### config.mk
export PLATFORM = sky130hd
export DESIGN_NAME = ufloat16_codec_flat
export DESIGN_NICKNAME = d
export VERILOG_FILES = /design/src/hdl/uf16_pkg.sv /design/src/hdl/uf16_if.sv /design/src/hdl/ufloat16_codec.sv /design/src/flat_wrapper.sv
export SDC_FILE = /design/constraint.sdc
export NUM_CORES = 1
export LEC_CHECK = 0
export BUFFER_PORTS_ARGS = -buffer_cell sky130_fd_sc_hd__buf_2
export CAP_MARGIN = 10
export CORE_ASPECT_RATIO = 0.9
export CORE_MARGIN = 10
export CORE_UTILIZATION = 52
export DETAILED_ROUTE_END_ITERATION = 8
export GPL_ROUTABILITY_DRIVEN = 1
export PLACE_DENSITY = 0.82
export SLEW_MARGIN = 20
export SYNTH_ARGS = -nofsm -noshare
export SYNTH_HDL_FRONTEND = slang
export SYNTH_SLANG_ARGS = --single-unit
### constraint.sdc
create_clock -name clk -period 4.5 [get_ports clk]
set_clock_uncertainty 0.15 [all_clocks]
set_input_delay 0.45 -clock clk [delete_from_list [all_inputs] [get_ports clk]]
set_output_delay 0.45 -clock clk [all_outputs]
set_load 0.05 [all_outputs]
### src/hdl/uf16_pkg.sv
// ----------------------------------------------------------------------------
// uf16_pkg
// Shared types and constants for the 16-bit unsigned float codec.
// ----------------------------------------------------------------------------
package uf16_pkg;

  localparam int unsigned WordBits  = 16;
  localparam int unsigned ExpBits   = 5;
  localparam int unsigned MantBits  = WordBits - ExpBits;
  localparam int unsigned EffBits   = MantBits + 1;
  localparam int unsigned PlainBits = 42;
  localparam int unsigned ValueBits = 64;

  // Smallest value that takes the saturation path
  localparam logic [ValueBits-1:0] MaxValue = 64'h0000_03FF_C000_0000;
  localparam logic [WordBits-1:0]  MaxCode  = 16'hFFFF;

  typedef enum logic [0:0] {
    OP_ENCODE = 1'b0,
    OP_DECODE = 1'b1
  } op_t;

  typedef struct packed {
    op_t                  op;
    logic [ValueBits-1:0] plain_value;
    logic [WordBits-1:0]  wire_bytes;
  } in_item_t;

  typedef struct packed {
    logic [WordBits-1:0]  wire_out;
    logic [PlainBits-1:0] plain_out;
    logic                 clamped;
  } out_item_t;

endpackage

### src/hdl/uf16_if.sv
// ----------------------------------------------------------------------------
// uf16_if
// Valid/ready channels of the codec: input items, result items and the
// configuration write channel.
// ----------------------------------------------------------------------------
interface uf16_in_if;
  logic               valid;
  logic               ready;
  uf16_pkg::in_item_t data;

  modport source (output valid, output data, input ready);
  modport sink   (input valid, input data, output ready);
endinterface

interface uf16_out_if;
  logic                valid;
  logic                ready;
  uf16_pkg::out_item_t data;

  modport source (output valid, output data, input ready);
  modport sink   (input valid, input data, output ready);
endinterface

interface uf16_cfg_if;
  logic valid;
  logic ready;
  logic data;

  modport source (output valid, output data, input ready);
  modport sink   (input valid, input data, output ready);
endinterface

### src/hdl/ufloat16_codec.sv
// ----------------------------------------------------------------------------
// ufloat16_codec
// Encodes 64-bit unsigned integers to 16-bit unsigned float wire words and
// decodes wire words back, one item per cycle unless the receiver stalls.
// ----------------------------------------------------------------------------
// Usage:
//   item   - input beats: op, plain_value (encode) or wire_bytes (decode).
//   result - one result beat per input beat, in order: wire_out for encode,
//            plain_out for decode, clamped when encode saturated.
//   cfg    - one-bit write of big_endian (1 = bytes swapped on the wire);
//            always ready, write it only while the codec is empty.
// An accepted input beat is held in the input register, then the
// conversion logic loads the result register. Throughput is one item per
// cycle while the receiver does not stall; the result register and the
// input register decouple the two sides, so a new beat is taken while a
// finished result still waits on the output.
// When the receiver stalls, the result register holds its beat and the
// input register takes one more; ready on item then drops until the
// result drains. Reset empties both registers and sets big_endian to 1.
// ----------------------------------------------------------------------------
module ufloat16_codec (
  input  logic       clk,
  input  logic       rst,
  uf16_in_if.sink    item,
  uf16_out_if.source result,
  uf16_cfg_if.sink   cfg
);

  logic                big_endian;
  logic                s1_valid;
  uf16_pkg::in_item_t  s1_item;
  logic                s2_valid;
  uf16_pkg::out_item_t s2_item;
  uf16_pkg::out_item_t s2_item_next;
  logic                s1_load;
  logic                s2_load;

  // Encode path signals
  logic [5:0]                     lead;
  logic [uf16_pkg::ExpBits-1:0]   enc_exp;
  logic [uf16_pkg::PlainBits-1:0] enc_shifted;
  logic [uf16_pkg::WordBits-1:0]  enc_code;
  logic                           enc_sat;

  // Decode path signals
  logic [uf16_pkg::WordBits-1:0]  dec_code;
  logic [uf16_pkg::ExpBits-1:0]   dec_shift;
  logic [uf16_pkg::PlainBits-1:0] dec_value;

  // Configuration register
  assign cfg.ready = 1'b1;

  always_ff @(posedge clk) begin
    if (rst) begin
      big_endian <= 1'b1;
    end else if (cfg.valid && cfg.ready) begin
      big_endian <= cfg.data;
    end
  end

  // Handshake: each register advances when its successor has room
  assign s2_load    = s1_valid && (!s2_valid || result.ready);
  assign item.ready = !s1_valid || s2_load;
  assign s1_load    = item.valid && item.ready;

  always_ff @(posedge clk) begin
    if (rst) begin
      s1_valid <= 1'b0;
      s2_valid <= 1'b0;
    end else begin
      if (s1_load) begin
        s1_valid <= 1'b1;
      end else if (s2_load) begin
        s1_valid <= 1'b0;
      end
      if (s2_load) begin
        s2_valid <= 1'b1;
      end else if (result.ready) begin
        s2_valid <= 1'b0;
      end
    end
  end

  // Payload registers
  always_ff @(posedge clk) begin
    if (s1_load) begin
      s1_item <= item.data;
    end
    if (s2_load) begin
      s2_item <= s2_item_next;
    end
  end

  // Encode: find the leading one and fold the shift into the exponent
  always_comb begin
    lead = 6'd0;
    for (int i = 0; i < uf16_pkg::PlainBits; i++) begin
      if (s1_item.plain_value[i]) begin
        lead = 6'(i);
      end
    end
  end

  assign enc_exp     = 5'(lead - 6'd11);
  assign enc_shifted = s1_item.plain_value[uf16_pkg::PlainBits-1:0] >> enc_exp;
  assign enc_sat     = (s1_item.plain_value >= uf16_pkg::MaxValue);

  always_comb begin
    if (s1_item.plain_value < 64'(1 << uf16_pkg::EffBits)) begin
      enc_code = s1_item.plain_value[uf16_pkg::WordBits-1:0];
    end else if (enc_sat) begin
      enc_code = uf16_pkg::MaxCode;
    end else begin
      enc_code = {5'(lead - 6'd10), enc_shifted[uf16_pkg::MantBits-1:0]};
    end
  end

  // Decode: restore the hidden bit and shift left
  assign dec_code  = big_endian ?
                     {s1_item.wire_bytes[7:0], s1_item.wire_bytes[15:8]} :
                     s1_item.wire_bytes;
  assign dec_shift = dec_code[uf16_pkg::WordBits-1:uf16_pkg::MantBits] - 5'd1;

  always_comb begin
    if (dec_code[uf16_pkg::WordBits-1:uf16_pkg::EffBits] == '0) begin
      dec_value = 42'(dec_code);
    end else begin
      dec_value = 42'({1'b1, dec_code[uf16_pkg::MantBits-1:0]}) << dec_shift;
    end
  end

  // Select the result fields by operation
  always_comb begin
    s2_item_next = '0;
    case (s1_item.op)
      uf16_pkg::OP_ENCODE: begin
        s2_item_next.wire_out = big_endian ?
                                {enc_code[7:0], enc_code[15:8]} : enc_code;
        s2_item_next.clamped  = enc_sat;
      end
      uf16_pkg::OP_DECODE: begin
        s2_item_next.plain_out = dec_value;
      end
      default: begin
        s2_item_next = '0;
      end
    endcase
  end

  assign result.valid = s2_valid;
  assign result.data  = s2_item;

endmodule
### src/flat_wrapper.sv
// flat-port wrapper written by rule: the top's interface ports become plain ports
module ufloat16_codec_flat 
  (clk, rst, item_valid, item_data, item_ready, result_valid, result_data, result_ready, cfg_valid, cfg_data, cfg_ready);
  uf16_in_if item_i ();
  uf16_out_if result_i ();
  uf16_cfg_if cfg_i ();
  input  logic clk;
  input  logic rst;
  input wire logic [$bits(item_i.valid)-1:0] item_valid;
  input wire logic [$bits(item_i.data)-1:0] item_data;
  output wire logic [$bits(item_i.ready)-1:0] item_ready;
  output wire logic [$bits(result_i.valid)-1:0] result_valid;
  output wire logic [$bits(result_i.data)-1:0] result_data;
  input wire logic [$bits(result_i.ready)-1:0] result_ready;
  input wire logic [$bits(cfg_i.valid)-1:0] cfg_valid;
  input wire logic [$bits(cfg_i.data)-1:0] cfg_data;
  output wire logic [$bits(cfg_i.ready)-1:0] cfg_ready;
  assign item_i.valid = item_valid;
  assign item_i.data = item_data;
  assign item_ready = item_i.ready;
  assign result_valid = result_i.valid;
  assign result_data = result_i.data;
  assign result_i.ready = result_ready;
  assign cfg_i.valid = cfg_valid;
  assign cfg_i.data = cfg_data;
  assign cfg_ready = cfg_i.ready;
  ufloat16_codec u_core (.clk(clk), .rst(rst), .item(item_i), .result(result_i), .cfg(cfg_i));
endmodule
# [Yosys cells after proc, flatten, opt, wreduce, memory -nomap -nowiden]
# Index checks and enable logic that the tools add are counted.
[word_totals] reg_bits=143 latch_bits=0 ramBits=0 romBits=0 inputBits=87 output_inout_bits=62 elab_cells=78 n_memories=0
[classes] add_sub_neg=3 mul=0 n_div=0 n_lt_le_gt_ge=2 eq_ne=0 shift=2 muxes=50 n_bitwise=1 reduce_logical=10
[ops] cell="$mux W5" count=26
[ops] cell="$mux W16" count=5
[ops] cell="$ge A64 B42 Y1 const B" count=1
[ops] cell="$lt A64 B13 Y1 const B" count=1
[ops] cell="$shl A12 B5 Y42" count=1
[ops] cell="$shr A42 B5 Y11" count=1
[ops] cell="$mux W4" count=8
[ops] cell="$mux W3" count=4
[ops] cell="$sub A5 B4 Y5 const B" count=2
[ops] cell="$mux W1" count=5
[ops] cell="$sub A5 B1 Y5 const B" count=1
[ops] cell="$logic_not A4 Y1" count=1
[ops] cell="$mux W2" count=2
[ops] cell="$reduce_bool A2 Y1" count=2
[ops] cell="$logic_and A1 B1 Y1" count=2
[ops] cell="$logic_not A1 Y1" count=2
[ops] cell="$logic_or A1 B1 Y1" count=2
[ops] cell="$reduce_or A2 Y1" count=1
[ops] cell="$not A1 Y1" count=1

# [Depth between registers and ports, before layout]
[logic_depth] depth_word=46 ltp_mapped=25 ltp_nobuf=22

# [Worst setup path after synthesis]
# Ideal clock, no wire load.
[synth_timing] path_type="reg-to-reg" start="register u_core.s1_item[21] (netlist name)" end="register u_core.s2_item, in the netlist u_core.result.data[47] (data pin)" setup_ns=0.130 arrival_ns=4.491 t_required_ns=4.220 setup_slack_ns=-0.271 path_stages_with_launch=21 path_buffers=5 synth_period_minus_slack_ns=4.771 path_cell_list="edfxtp_1 -> inv_1 -> a21oi_1 -> a2111oi_0 -> o211ai_1 -> a21boi_1 -> buf_2 -> buf_4 -> buf_2 -> inv_1 -> ha_1 -> clkbuf_1 -> inv_1 -> buf_1 -> nor3_1 -> o21ai_0 -> o211ai_1 -> or2_2 -> a32o_1 -> a222oi_1 -> o21a_1"
[synth_between] elab_chain_cells=42 elab_cells_between_ends=45 cone_classes="add/sub: 2; order compare: 2; shift: 1; mux: 40"
[synth_lines] item="from (decl)" line_no="ufloat16_codec.sv:31" source="uf16_pkg::in_item_t s1_item;"
[synth_lines] item="from (signal assigned)" line_no="ufloat16_codec.sv:87" source="s1_item <= item.data;"
[synth_lines] item="$mux W3 (3 in a row)" line_no="ufloat16_codec.sv:98" source="if (s1_item.plain_value[i]) begin"
[synth_lines] item="$mux W4 (8 in a row)" line_no="ufloat16_codec.sv:98"
[synth_lines] item="$mux W5 (26 in a row)" line_no="ufloat16_codec.sv:98"
[synth_lines] item="$sub A5 B4 Y5" line_no="ufloat16_codec.sv:104" source="assign enc_exp = 5'(lead - 6'd11);"
[synth_lines] item="$shr A42 B5 Y11" line_no="ufloat16_codec.sv:105" source="assign enc_shifted = s1_item.plain_value[uf16_pkg::PlainBits-1:0] >> enc_exp;"
[synth_lines] item="$mux W16" line_no="ufloat16_codec.sv:111" source="end else if (enc_sat) begin"
[synth_lines] item="$mux W16 *" line_no="ufloat16_codec.sv:109" source="if (s1_item.plain_value < 64'(1 << uf16_pkg::EffBits)) begin"
[synth_lines] item="$mux W16 *" line_no="ufloat16_codec.sv:137" source="s2_item_next.wire_out = big_endian ?"
[synth_lines] item="to (signal assigned)" line_no="ufloat16_codec.sv:90" source="s2_item <= s2_item_next;"
[synth_lines] item="to (decl)" line_no="ufloat16_codec.sv:33" source="uf16_pkg::out_item_t s2_item;"
# Mark *: on every way between the ends. The rest lies on a longest branch, timed or not.
# A chain may end at the register's enable or synchronous reset.

# [Final worst setup path]
[layout_timing] start="register u_core.s1_item[18] (netlist name)" end="register u_core.s2_item, in the netlist u_core.result.data[52] (data pin)"
[layout_between] elab_chain_cells=45 elab_cells_between_ends=47 cone_classes="add/sub: 1; order compare: 2; shift: 1; mux: 43"
[layout_lines] item="$mux W2 (2 in a row)" line_no="ufloat16_codec.sv:98"
[layout_lines] item="$mux W3 (4 in a row)" line_no="ufloat16_codec.sv:98"
[layout_lines] item="$mux W4 (8 in a row)" line_no="ufloat16_codec.sv:98"
[layout_lines] item="$mux W5 (26 in a row)" line_no="ufloat16_codec.sv:98"
[layout_lines] item="$sub A5 B4 Y5" line_no="ufloat16_codec.sv:104"
[layout_lines] item="$shr A42 B5 Y11" line_no="ufloat16_codec.sv:105"
[layout_lines] item="$mux W16" line_no="ufloat16_codec.sv:111"
[layout_lines] item="$mux W16 *" line_no="ufloat16_codec.sv:109"
[layout_lines] item="$mux W16 *" line_no="ufloat16_codec.sv:137"
# Marked as above.

==> impl_metrics.env <==
export IMPL_max_cap_violations=0
export IMPL_layout_cell_share_with_drive_strength_beyond_1_pct=38.9
export IMPL_maxSlewHeadroom_pct=29.3
export IMPL_critPathMaxStageDelay_ns=0.37
export IMPL_grt_max_degree=82
export IMPL_seqCellArea_sq_um=4260
export IMPL_drt_pass1_iter_count=6
export IMPL_p_leak_nw=4.61
export IMPL_grt_first_pass_wirelength_mm=42.5
export IMPL_worst_pin_slew_ns=1.06
export IMPL_floorplan_die_height_um=144
export IMPL_drc_violation_count_after_routing=0
export IMPL_io_pins=149
export IMPL_power_ir_vdd_worst_mv=0.384
export IMPL_worst_ep_required_time_ns=4.52
export IMPL_dominantRegCellSynth="edfxtp_1"
export IMPL_overflow=0
export IMPL_hold_viol=0
export IMPL_min_period_over_period_pct=106
export IMPL_gpl_final_weighted_congestion=1.01
export IMPL_postSynthNetCount=906
export IMPL_final_cell_count_no_fill=1255
export IMPL_internal_power_w=0.00295
export IMPL_crit_path_buffers_inverters=2
export IMPL_mostFrequentLayoutCells="buf_2, edfxtp_1, buf_4"
export IMPL_max_freq_ghz=0.210
export IMPL_power_share_combinational_pct=28.2
export IMPL_post_place_cells=1200
export IMPL_clock_sink_count=143
export IMPL_rows=45
export IMPL_synth_cell_type_count=71
export IMPL_leading_post_synthesis_cells_by_cell_area="edfxtp_1, mux2i_1, mux4_2, nor2_1, mux2_2"
export IMPL_die_area_sq_um=22700
export IMPL_pwr_share_seq_pct=37.4
export IMPL_wl_per_cell_um=22.5
export IMPL_synth_async_reset_ratio_pct=0
export IMPL_finalNetCount=1123
export IMPL_crit_fanout=4
export IMPL_fraction_of_power_spent_switching_nets_pct=31.9
export IMPL_critical_path_top_delay_family="compound AO/OA/AOI/OAI gates"
export IMPL_critical_path_class="reg2reg"
export IMPL_dr_total_vias=7994
export IMPL_hold_path_class="in2reg"
export IMPL_number_of_global_route_vias_before_repair=7579
export IMPL_n_antenna_cell=0
export IMPL_timing_critical_path_arrival_ns=4.78
export IMPL_setup_repair_after_global_routing_missed_its_margin="true"
export IMPL_starting_utilization_of_the_core_area_pct=52.7
export IMPL_startpoint_type="flop"
export IMPL_clockRootBuffer="clkbuf_16"
export IMPL_finalSetupViolCount=16
export IMPL_final_common_cell="buf_2"
export IMPL_postSynthCellCount=814
export IMPL_status="complete, but fails checks"
export IMPL_cts_buffers_inserted=17
export IMPL_critPathSlowestCell="edfxtp_1"
export IMPL_syn_to_final_growth_pct=28.1
export IMPL_dr_first_iter_drc_count=1224
export IMPL_timing_final_crit_period_ns=4.76
export IMPL_pwr_share_clk_pct=34.4
export IMPL_synth_enable_flop_cells=140
export IMPL_synth_seq_cells=143
export IMPL_final_critical_path_setup_slack_ns=-0.259
export IMPL_path_clk_slew_ns=0.07
export IMPL_post_synth_instance_area_sq_um=8870
export IMPL_worst_path_most_repeated_cell="o31ai_2"
export IMPL_cts_max_level=4
export IMPL_detail_route_antenna_nets=0
export IMPL_design_area_sq_um=11400
export IMPL_grtUsageTotal_pct=24.1
export IMPL_fillerInstances=1269
export IMPL_netlist_top_cell_by_area="edfxtp_1"
export IMPL_slew_viol_final=0
export IMPL_cts_buffer_depth=2
export IMPL_clock_latency_on_the_worst_skew_pair_ns=0.43
export IMPL_tritoncts="yes"
export IMPL_pwr_density_cell_nw_per_um2=381
export IMPL_failing_checks="negative setup slack"
export IMPL_synth_sequential_area_ratio_pct=48.0
export IMPL_hpwl_mm=20.4
export IMPL_antenna_found_initial=0
export IMPL_place_area_sq_um=10300
export IMPL_synth_top_area_share_pct=47.4
export IMPL_post_layout_total_power_w=0.00433
export IMPL_multiInputGateArea_sq_um=4420
export IMPL_end_kind="flop"
export IMPL_p_sw_w=0.00138
export IMPL_port_buffer_count=147
export IMPL_layout_core_utilization_pct=67.5
export IMPL_post_drt_via_cell_ratio=6.37
export IMPL_syn_mean_instance_area_sq_um=10.9
export IMPL_area_of_the_core_sq_um=16800
export IMPL_worstPathCellList="nor2_2 -> o31ai_2 -> a211oi_2 -> o31ai_1 -> a31oi_1 -> o31ai_2 -> a21oi_2 -> o31ai_2 -> nand2_1 -> inv_2 -> ha_4 -> nor3_2 -> nand3_1 -> nand4_1 -> a311oi_4 -> buf_6 -> mux2_4 -> mux2i_2 -> mux2i_4 -> nor2_2 -> a211oi_2 -> o32ai_2 -> o22ai_1"
export IMPL_ys_warn_count=0
export IMPL_die_w_um=158
export IMPL_totalWireLength_mm=28.3
cells in the mapped netlist (5+ instances only):
cell type / n
a211oi_1: 11
a21o_1: 5
a21oi_1: 33
a22oi_1: 7
a31oi_1: 12
and2_1: 11
and3_1: 9
buf_2: 12
buf_4: 5
clkbuf_1: 43
edfxtp_1: 140
ha_1: 5
inv_1: 25
mux2_2: 26
mux2i_1: 64
mux4_2: 21
nand2_1: 66
nand2b_1: 6
nand3_1: 14
nand4_1: 8
nor2_1: 84
nor2b_1: 12
nor3_1: 24
nor4_1: 12
o211ai_1: 10
o21a_1: 5
o21ai_0: 27
o22ai_1: 18
o31ai_1: 6
or2_2: 5
metrics by stage:
step                      hold slack (ns)  setup TNS (ns)  worst slack, ns
after floorplan                     0.328               0           0.0102
after global placement              0.358          -0.488           -0.125
after detailed placement            0.367           -2.05           -0.209
after CTS                          0.0341         -0.0769          -0.0355
after global routing               0.0316           -6.34           -0.505
final                              0.0363           -2.69           -0.259
final timing paths:
| kind | startpoint | to | slack, ns | depth (start not counted) |
|---|---|---|---|---|
| min | item_data[36] | u_core.s1_item[36] | 0.04 | 1 |
| min reg2reg | u_core.s1_valid | u_core.result.valid | 0.38 | 2 |
| max | u_core.s1_item[18] | u_core.result.data[52] | -0.26 | 23 |
| max reg2reg | u_core.s1_item[18] | u_core.result.data[52] | -0.26 | 23 |
power by group through the flow:
stage,sequential (W),combinational (W),clock [W]
final,0.00162,0.00122,0.00149
after global routing,0.00163,0.00129,0.00155
after CTS,0.00162,0.00113,0.00150
after detailed placement,0.00164,0.00109,0
after global placement,0.00164,0.00108,0
after floorplan,0.00174,0.000644,0
cell families after synthesis:
group	count (synthesis)	share of synthesized area, %
AO/OA/AOI/OAI	182	14.1
multiplexers	117	17.4
flip-flops	143	48.0
adder cells (fa/ha/maj)	5	0.705
AND/OR/NAND/NOR	263	14.1
buffers and inverters	96	4.91
XOR/XNOR	7	0.691
other	1	0.0423
state kept, by name, summed over array words and instances (netlist names):
signal and flops:
u_core.result.valid 1, u_core.result.data 59, u_core.s1_item 81, u_core.s1_valid 1
u_core.big_endian 1
worst reg2reg max path, delay by kind of cell (launching register included):
family                     cells  cell delay [ns]
adders and majority gates      1             0.14
DFF                            1             0.37
muxes                          3             0.67
AOI/OAI and AO/OA             11             2.28
buffers and inverters          2             0.27
and+or+nand+nor                6             0.62
routing by layer:
| layer | GRT usage [%] | wire, um | vias to the layer above |
|---|---|---|---|
| met2 | 34.5 | 12200 | 631 |
| met5 | 0 | 0 | - |
| met1 | 34.1 | 11600 | 3733 |
| li1 | - | - | 3545 |
| met4 | 9.54 | 889 | 0 |
| met3 | 6.21 | 3610 | 85 |
layout make-up:
type | instances | area share, %
Multi-Input combinational cell | 575 | 38.9
Inverter | 26 | 0.858
Sequential cell | 143 | 37.5
Clock inverter | 13 | 1.57
Clock buffer | 19 | 3.81
Tap cell | 211 | 2.32
Timing Repair Buffer | 268 | 15.1
what timing repair did:
| action | 4_1_cts | 5_1_grt |
|---|---|---|
| pin swaps | 11 | 36 |
| buffers inserted | 12 | 13 |
| endpoints found under the setup margin | 16 | 16 |
| hold buffers | 0 | 0 |
| cloned | 1 | 0 |
| resized for setup | 24 | 43 |
No activity file was read; power rests on OpenSTA's default activity.
